$ cat src/hdl/assert_macros.svh
// Assertion macros shared by the files that check their own logic.
`ifndef ASSERT_MACROS_SVH
`define ASSERT_MACROS_SVH

`ifndef NO_ASSERTIONS

// The property must hold at every clock edge outside reset.
`define ASSERT_IFF(lbl, clk, rst_n, prop, msg) \
    lbl: assert property (@(posedge clk) disable iff (!rst_n) (prop)) else $error(msg);

// When ante holds, cons must hold at the next clock edge (outside reset).
`define ASSERT_NEXT(lbl, clk, rst_n, ante, cons, msg) \
    lbl: assert property (@(posedge clk) disable iff (!rst_n) (ante) |=> (cons)) \
        else $error(msg);

`else

`define ASSERT_IFF(lbl, clk, rst_n, prop, msg)
`define ASSERT_NEXT(lbl, clk, rst_n, ante, cons, msg)

`endif

`endif

$ cat src/hdl/mspsh_pkg.sv
// Types and constants of the shuffled minimal standard generator.
package mspsh_pkg;

    localparam int TABLE_ENTRIES = 32;
    localparam int WARMUP_STEPS  = 8;
    localparam int INIT_STEPS    = TABLE_ENTRIES + WARMUP_STEPS;
    localparam int IDX_W         = $clog2(TABLE_ENTRIES);
    localparam int STEP_W        = $clog2(INIT_STEPS);

    localparam logic [14:0] LEHMER_MUL = 15'd16807;
    localparam logic [31:0] LEHMER_MOD = 32'd2147483647;
    localparam logic [30:0] SAMPLE_MAX = 31'd2147483389;
    localparam logic [30:0] POWER_ON_SEED_RST = 31'd78;

    typedef struct packed {
        logic               command;
        logic signed [31:0] seed_value;
    } t_in_item;

    typedef struct packed {
        logic [30:0] sample;
        logic        saturated;
        logic [30:0] seed_out;
    } t_out_item;

    // Operand of the shared Lehmer step.
    typedef enum logic [1:0] {
        SRC_SEED,
        SRC_STATE,
        SRC_WORK
    } t_src;

    typedef struct packed {
        logic              init_load;
        logic              init_step;
        logic [STEP_W-1:0] step;
        logic              draw;
        t_src              src;
        logic              out_load;
    } t_dp_cmd;

    typedef struct packed {
        logic need_init;
    } t_dp_stat;

endpackage

$ cat src/hdl/mspsh_ctrl.sv
// Sequencer for draws, table initialization and the result register handshake.
module mspsh_ctrl
    import mspsh_pkg::*;
(
    input  logic     i_clk,
    input  logic     i_rst_n,
    input  logic     i_in_valid,
    input  logic     i_command,
    output logic     o_in_stall,
    output logic     o_out_valid,
    input  logic     i_out_stall,
    input  t_dp_stat i_stat,
    output t_dp_cmd  o_cmd
);

    typedef enum logic [1:0] {
        ST_IDLE,
        ST_INIT,
        ST_DRAW,
        ST_FIN
    } t_state;

    t_state            r_state;
    t_state            n_state;
    logic [STEP_W-1:0] r_step;
    logic [STEP_W-1:0] n_step;
    logic              r_out_valid;
    logic              out_free;

    assign out_free    = !r_out_valid || !i_out_stall;
    assign o_in_stall  = (r_state != ST_IDLE);
    assign o_out_valid = r_out_valid;

    always_comb begin
        n_state         = r_state;
        n_step          = r_step;
        o_cmd           = '0;
        o_cmd.src       = SRC_WORK;
        o_cmd.step      = r_step;
        case (r_state)
            ST_IDLE: begin
                if (i_in_valid) begin
                    if (i_stat.need_init) begin
                        o_cmd.init_load = 1'b1;
                        n_step          = STEP_W'(INIT_STEPS - 1);
                        n_state         = ST_INIT;
                    end else begin
                        // The draw runs in the accept cycle itself.
                        o_cmd.draw = 1'b1;
                        o_cmd.src  = i_command ? SRC_SEED : SRC_STATE;
                        n_state    = ST_FIN;
                    end
                end
            end
            ST_INIT: begin
                o_cmd.init_step = 1'b1;
                if (r_step == '0) begin
                    n_state = ST_DRAW;
                end else begin
                    n_step = r_step - 1'b1;
                end
            end
            ST_DRAW: begin
                o_cmd.draw = 1'b1;
                n_state    = ST_FIN;
            end
            ST_FIN: begin
                if (out_free) begin
                    o_cmd.out_load = 1'b1;
                    n_state        = ST_IDLE;
                end
            end
            default: begin
                n_state = ST_IDLE;
            end
        endcase
    end

    always_ff @(posedge i_clk) begin
        if (!i_rst_n) begin
            r_state     <= ST_IDLE;
            r_step      <= '0;
            r_out_valid <= 1'b0;
        end else begin
            r_state <= n_state;
            r_step  <= n_step;
            if (o_cmd.out_load) begin
                r_out_valid <= 1'b1;
            end else if (!i_out_stall) begin
                r_out_valid <= 1'b0;
            end
        end
    end

endmodule

$ cat src/hdl/mspsh_dp.sv
// Lehmer step unit, shuffle table, generator state and result register.
module mspsh_dp
    import mspsh_pkg::*;
(
    input  logic        i_clk,
    input  logic        i_rst_n,
    input  t_dp_cmd     i_cmd,
    output t_dp_stat    o_stat,
    input  t_in_item    i_in_data,
    input  logic        i_cfg_we,
    input  logic [30:0] i_cfg_wdata,
    output t_out_item   o_out_data
);

    logic [30:0] r_lehmer;
    logic [30:0] r_last;
    logic [30:0] r_pos_seed;
    logic [31:0] r_work;
    logic [30:0] r_rd;
    t_out_item   r_out;
    logic [30:0] mem [TABLE_ENTRIES];

    logic [31:0] op;
    logic [46:0] prod;
    logic [31:0] fold;
    logic [30:0] nxt;
    logic [31:0] mag;
    logic [IDX_W-1:0] slot;
    logic [IDX_W-1:0] waddr;
    logic        we;

    // Start value of an initialization: the accepted beat's seed, the power-on seed or 1.
    always_comb begin
        if (i_in_data.command) begin
            mag = i_in_data.seed_value[31] ? (~i_in_data.seed_value + 32'd1) : 32'd1;
        end else if (r_last == '0) begin
            mag = (r_pos_seed == '0) ? 32'd1 : {1'b0, r_pos_seed};
        end else begin
            mag = 32'd1;
        end
    end

    assign o_stat.need_init = (r_last == '0) ||
                              (i_in_data.command ? (i_in_data.seed_value <= 0)
                                                 : (r_lehmer == '0));

    always_comb begin
        case (i_cmd.src)
            SRC_SEED:  op = i_in_data.seed_value;
            SRC_STATE: op = {1'b0, r_lehmer};
            SRC_WORK:  op = r_work;
            default:   op = r_work;
        endcase
    end

    // Since 2^31 is 1 modulo 2^31-1, the high part folds onto the low part;
    // the sum stays below twice the modulus, so one subtract finishes it.
    assign prod = {15'd0, op} * {32'd0, LEHMER_MUL};
    assign fold = {1'b0, prod[30:0]} + {16'd0, prod[46:31]};
    assign nxt  = (fold >= LEHMER_MOD) ? 31'(fold - LEHMER_MOD) : fold[30:0];

    assign slot  = r_last[30 -: IDX_W];
    assign waddr = i_cmd.draw ? slot : i_cmd.step[IDX_W-1:0];
    assign we    = i_cmd.draw || (i_cmd.init_step && (32'(i_cmd.step) < TABLE_ENTRIES));

    // Read-first table: a draw returns the old slot content and stores the new state.
    always_ff @(posedge i_clk) begin
        if (we) begin
            mem[waddr] <= nxt;
        end
        if (i_cmd.draw) begin
            r_rd <= mem[slot];
        end
    end

    always_ff @(posedge i_clk) begin
        if (!i_rst_n) begin
            r_lehmer   <= '0;
            r_last     <= '0;
            r_pos_seed <= POWER_ON_SEED_RST;
        end else begin
            if (i_cfg_we) begin
                r_pos_seed <= i_cfg_wdata;
            end
            if (i_cmd.draw) begin
                r_lehmer <= nxt;
            end
            if (i_cmd.init_step && (i_cmd.step == '0)) begin
                r_last <= nxt;
            end else if (i_cmd.out_load) begin
                r_last <= r_rd;
            end
        end
    end

    always_ff @(posedge i_clk) begin
        if (i_cmd.init_load) begin
            r_work <= mag;
        end else if (i_cmd.init_step) begin
            r_work <= {1'b0, nxt};
        end
        if (i_cmd.out_load) begin
            r_out.saturated <= (r_rd > SAMPLE_MAX);
            r_out.sample    <= (r_rd > SAMPLE_MAX) ? SAMPLE_MAX : r_rd;
            r_out.seed_out  <= r_lehmer;
        end
    end

    assign o_out_data = r_out;

endmodule

$ cat src/hdl/minimal_standard_prng_shuffled_top.sv
// Shuffled minimal standard generator: one result beat for every input beat. A normal
// draw does the modular step and the read-first table swap in the accept cycle, then
// takes the old slot content as the new last output and loads the result register once
// that is free. A beat that needs initialization (a seed of zero or below, a zero state,
// or a table not yet filled, as after reset) first runs 40 steps of the single Lehmer
// step unit to fill the table, then the draw and the result load follow. The first
// beat after reset always initializes; there is no clearing pass. The next beat is
// accepted as soon as the result is in the output register, even while it is stalled.
`include "assert_macros.svh"

module minimal_standard_prng_shuffled_top
    import mspsh_pkg::*;
(
    input  logic        i_clk,
    input  logic        i_rst_n,
    input  logic        i_cfg_we,
    input  logic [30:0] i_cfg_wdata,
    input  logic        i_in_valid,
    output logic        o_in_stall,
    input  t_in_item    i_in_data,
    output logic        o_out_valid,
    input  logic        i_out_stall,
    output t_out_item   o_out_data
);

    t_dp_cmd  dp_cmd;
    t_dp_stat dp_stat;

    mspsh_ctrl u_ctrl (
        .i_clk       (i_clk),
        .i_rst_n     (i_rst_n),
        .i_in_valid  (i_in_valid),
        .i_command   (i_in_data.command),
        .o_in_stall  (o_in_stall),
        .o_out_valid (o_out_valid),
        .i_out_stall (i_out_stall),
        .i_stat      (dp_stat),
        .o_cmd       (dp_cmd)
    );

    mspsh_dp u_dp (
        .i_clk       (i_clk),
        .i_rst_n     (i_rst_n),
        .i_cmd       (dp_cmd),
        .o_stat      (dp_stat),
        .i_in_data   (i_in_data),
        .i_cfg_we    (i_cfg_we),
        .i_cfg_wdata (i_cfg_wdata),
        .o_out_data  (o_out_data)
    );

    `ASSERT_NEXT(a_busy_after_accept, i_clk, i_rst_n, i_in_valid && !o_in_stall, o_in_stall, "accepted beat did not make the block busy")
    `ASSERT_IFF(a_load_when_free, i_clk, i_rst_n, !dp_cmd.out_load || !o_out_valid || !i_out_stall, "result loaded over a stalled beat")
    `ASSERT_IFF(a_draw_not_init, i_clk, i_rst_n, !(dp_cmd.draw && (dp_cmd.init_step || dp_cmd.init_load)), "draw overlaps initialization")
    `ASSERT_IFF(a_sample_clamped, i_clk, i_rst_n, !o_out_valid || ((o_out_data.sample <= SAMPLE_MAX) && (!o_out_data.saturated || (o_out_data.sample == SAMPLE_MAX))), "sample outside clamp")

endmodule
$ cat config.mk
export PLATFORM = sky130hd
export DESIGN_NAME = minimal_standard_prng_shuffled_top
export DESIGN_NICKNAME = d
export VERILOG_FILES = /design/src/hdl/mspsh_pkg.sv /design/src/hdl/mspsh_ctrl.sv /design/src/hdl/mspsh_dp.sv /design/src/hdl/minimal_standard_prng_shuffled_top.sv
export VERILOG_INCLUDE_DIRS = /design/src /design/src/hdl
export SDC_FILE = /design/constraint.sdc
export NUM_CORES = 2
export LEC_CHECK = 0
export BUFFER_PORTS_ARGS = -buffer_cell sky130_fd_sc_hd__buf_4
export CELL_PAD_IN_SITES_DETAIL_PLACEMENT = 0
export CELL_PAD_IN_SITES_GLOBAL_PLACEMENT = 1
export CORE_MARGIN = 5
export CORE_UTILIZATION = 53
export CTS_CLUSTER_DIAMETER = 80
export CTS_CLUSTER_SIZE = 24
export DETAILED_ROUTE_END_ITERATION = 6
export PLACE_DENSITY = 0.9
export SLEW_MARGIN = 15
export SYNTH_ARGS = -nofsm -noshare
export SYNTH_HDL_FRONTEND = slang
export SYNTH_HIERARCHICAL = 1
export SYNTH_SLANG_ARGS = --single-unit
$ cat constraint.sdc
create_clock -name i_clk -period 18.3 [get_ports i_clk]
set_clock_uncertainty 0.15 [all_clocks]
set_input_delay 0.915 -clock i_clk [delete_from_list [all_inputs] [get_ports i_clk]]
set_output_delay 0.915 -clock i_clk [all_outputs]
set_load 0.005 [all_outputs]
==> results.md <==
- The flow ran to the end, but the final reports show violations.
- The final reports fail on DRC.
- During synthesis, Yosys emitted a total of 6 warnings.
- The critical path contains buffers and inverters numbering 7 combined.
- The kind of capture point of the worst setup path is a flop.
- For this design, the sink count on the clock tree is 1,220.
- Counting the buffers created by CTS gives 66.
- The most used flip-flop cell after synthesis is sky130_fd_sc_hd__edfxtp_1.
- The count of nets left with antenna violations once routing finished came out at 0.
- The via count of the first global-routing pass is 36,000.
- Counting flops with a built-in enable in the synthesized netlist gives 1,118.
- The number of setup buffers added after CTS is 0.
- For this run, the detailed router's first-pass iteration total came to 7.
- The first routing iteration left 4,732 violations.
- Dividing the final minimum period by the clock period gives 0.941.
- Clock tree synthesis selected as its root buffer the cell sky130_fd_sc_hd__clkbuf_16.
- The path class of the tightest hold or removal check is in -> reg.
- The largest incremental delay on the critical path is 740 ps.
- The number of instances in the synthesized netlist is 4,088.
- The final weighted congestion in routability-driven placement is 0.978.
- Of the post-synthesis cell area, the dominant cell type holds 0.575.
- The number of hold buffers added after CTS is 0.
- The final setup violation count is 0.
- The pin count of the biggest net entering global routing is 79.
- The clock latency at the later pin of the worst-skew pair is 660 ps.
- The worst-case headroom to the max-slew limit is 0.176.
- The floorplan has 121 rows.
- Ranked by total cell area, the synthesized netlist is headed by sky130_fd_sc_hd__edfxtp_1 (58%), sky130_fd_sc_hd__mux4_2 (4.8%), sky130_fd_sc_hd__mux2i_1 (4.8%), sky130_fd_sc_hd__fa_1 (4.7%), sky130_fd_sc_hd__ha_1 (4.5%).
- The global route total overflow is 0.
- The detailed placer's ending HPWL is 106,000 um.
- In this run the standard cell core region covers 109,000 um^2.
- The count of instances resized after the clock tree is built is 0.
- The chip width is 342 um.
- Of all cell types, the one taking the most synthesized area is sky130_fd_sc_hd__edfxtp_1.
- In this run the tool buffered the top-level ports with 133 buffer cells.
- Data on the critical path arrives at its endpoint at 17,280 ps.
- The area growth from synthesis to layout is 8.70%.
- At the pin with the least slew margin, the transition time is 1220 ps.
- The mean area per synthesized cell is 14.3 um^2.
- Dividing the detail-routed wire length by the instance count gives 29.2 um.
- On the critical path, the stage with the largest delay is an instance of sky130_fd_sc_hd__xnor2_1.
- The TritonCTS clock tree is done.
- The number of antenna violations at the first check in global routing is 8.
- Measured on the finished design, the core utilization comes to 0.581.
- Setup repair after global routing left no endpoint under its margin.
- The clock-pin slew on the worst setup and hold paths is 100 ps.
- Summing over every cut layer, the via total after detailed routing is 36,800.
- STA puts the critical path data required time at 18,370 ps.
- The total count of hold-check failures in the final report was 0.
- The area of the die is 117,000 um^2.
- The maximum root-to-sink buffer count is 3.
- The kind of cell adding the most delay to the critical path is compound AO/OA/AOI/OAI gates.
- The total standard cell area after synthesis is 58,400 um^2.
- The H-tree generated during clock tree synthesis spans 3 levels.
- The share of synthesized flip-flops with an asynchronous set or reset is 0.
- The worst setup path is launched from an input port.
- The wire length of the first global-routing pass is 240,000 um.
- The number of remaining DRC errors is 3.
- The detailed-route wire length is 166,000 um.
- In the final layout, the share of cells above drive strength 1 is 0.145.
- The vias per cell is 6.47.
- The maximum fanout along the worst path is 78.
- The net count of the finished layout is 4,594.
- Across all register-to-register paths, the minimum setup slack is 2250 ps.
- The initial cell density of the core is 0.535.
- In this run, synthesis produced a sequential element count of 1,220.
- Counting I/O delays and the setup requirement, the final critical path takes 17,210 ps.
- Of the synthesized area, sequential elements account for 0.610.
- The max-slew violation count is 0.
- The tool flagged a number of max-cap violations equal to 0.
- Across every metal layer, demand over resource in global routing totals 0.280.
- The number of nets produced by synthesis is 4,502.
- Adding up every negative setup slack in the final design gives 0 ps.
- The die height is 342 um.
- Yosys mapped the design onto 88 distinct sky130hd cell types.
- For this run, the top clock speed supported by timing is 0.0581 GHz.
- Pin placement for this block handled 134 I/O pins.
- The filler cells instantiated in the layout total 8,299.
- The category of the most critical setup path is in -> reg.
-- per-layer routing --
metal	part of all wire	global-route usage
met1	0.36	0.372
met2	0.46	0.445
met3	0.11	0.0582
met4	0.059	0.135
met5	0.00016	0
-- state kept, by name, summed over array words and instances (netlist names) --
signal,flops
u_ctrl/r_state,2
u_dp/r_lehmer,31
u_dp/o_out_data,63
u_dp/r_pos_seed,31
u_dp/mem,992
u_dp/r_rd,31
u_ctrl/o_out_valid,1
u_dp/r_work,32
u_dp/r_last,31
u_ctrl/r_step,6
-- cell families (layout without fill, tap and decap cells) --
| logic type | count (synthesis) | after routing | share of synthesized area |
|---|---|---|---|
| flops | 1220 | 1220 | 0.610 |
| compound gates | 766 | 766 | 0.0834 |
| simple gates | 654 | 654 | 0.0542 |
| buf+inv | 511 | 626 | 0.0332 |
| mux | 480 | 480 | 0.111 |
| fa+ha+maj | 345 | 345 | 0.0915 |
| xor+xnor | 112 | 112 | 0.0168 |
| other cells | 0 | 3 | 0 |
-- cells in the final DEF (no fill, tap or decap), drive strengths merged, types with 48 or more instances in the layout --
cell type and n:
buf 238, dfxtp 102, clkbuf 78, o221ai 65
xnor2 73, nor2 188, inv 300, mux2i 277
a21oi 221, mux4 124, fa 136, o21ai 180
nand2 182, o22ai 63, edfxtp 1118, ha 209
mux2 79, nand3 48
-- layout make-up --
type,count,area (um^2),area share
antenna,3,7.51,0.000118
clock buffer,78,1720,0.0271
clock inverter,13,181,0.00286
inverter,297,1110,0.0176
multi-input combinational,2357,21100,0.333
sequential,1220,35600,0.562
tap,1476,1850,0.0291
timing repair buffer,238,1790,0.0282
-- Yosys cell counts, drive strengths merged (17+ instances only) --
library cell     n
a211oi          29
a21o            24
a21oi          221
a31oi           20
and3            17
buf             53
clkbuf         161
dfxtp          102
edfxtp        1118
fa             136
ha             209
inv            296
mux2            79
mux2i          277
mux4           124
nand2          182
nand3           48
nand4           22
nor2           188
nor3            38
nor4            33
o21a            19
o21ai          180
o221ai          65
o22ai           63
o31ai           45
or2             18
or3             17
xnor2           73
xor2            39
-- worst reg2reg max path, delay by kind of cell (launching register included) --
family,cells,cell delay (ps)
AOI/OAI and AO/OA,18,5870
xor gates and xnor gates,3,1040
adders and majority gates,8,3670
buffers and inverters,6,1470
DFF,1,490
and+or+nand+nor,10,2900
-- metrics by stage --
| step | instances | hold WS, ps | setup slack (ps) | instance area (um^2) |
|---|---|---|---|---|
| after floorplan | 4088 | 297 | 2350 | 58400 |
| after global placement | 5588 | 333 | 1000 | 61500 |
| after detailed placement | 5588 | 335 | 623 | 61500 |
| after CTS | 5679 | 305 | 1310 | 63400 |
| after global routing | 5679 | 320 | 128 | 63400 |
| final | 5682 | 333 | 1090 | 63400 |
-- path summary, 6_finish.rpt --
path | from | endpoint | depth (start not counted)
worst max-delay path | i_in_data[6] | u_dp/mem[30][5]$_DFFE_PP_ | 51
worst max register to register | u_dp/r_last[27]$_SDFFE_PN0P_ | u_dp/mem[30][5]$_DFFE_PP_ | 45
worst min register to register | u_dp/r_lehmer[28]$_SDFFE_PN0P_ | u_dp/o_out_data[28]$_DFFE_PP_ | 0
worst min-delay path | i_cfg_wdata[3] | u_dp/r_pos_seed[3]$_SDFFE_PN1P_ | 3
Power is not shown: default switching activity piles up to over one toggle a cycle in this logic, so the estimate is an artifact.
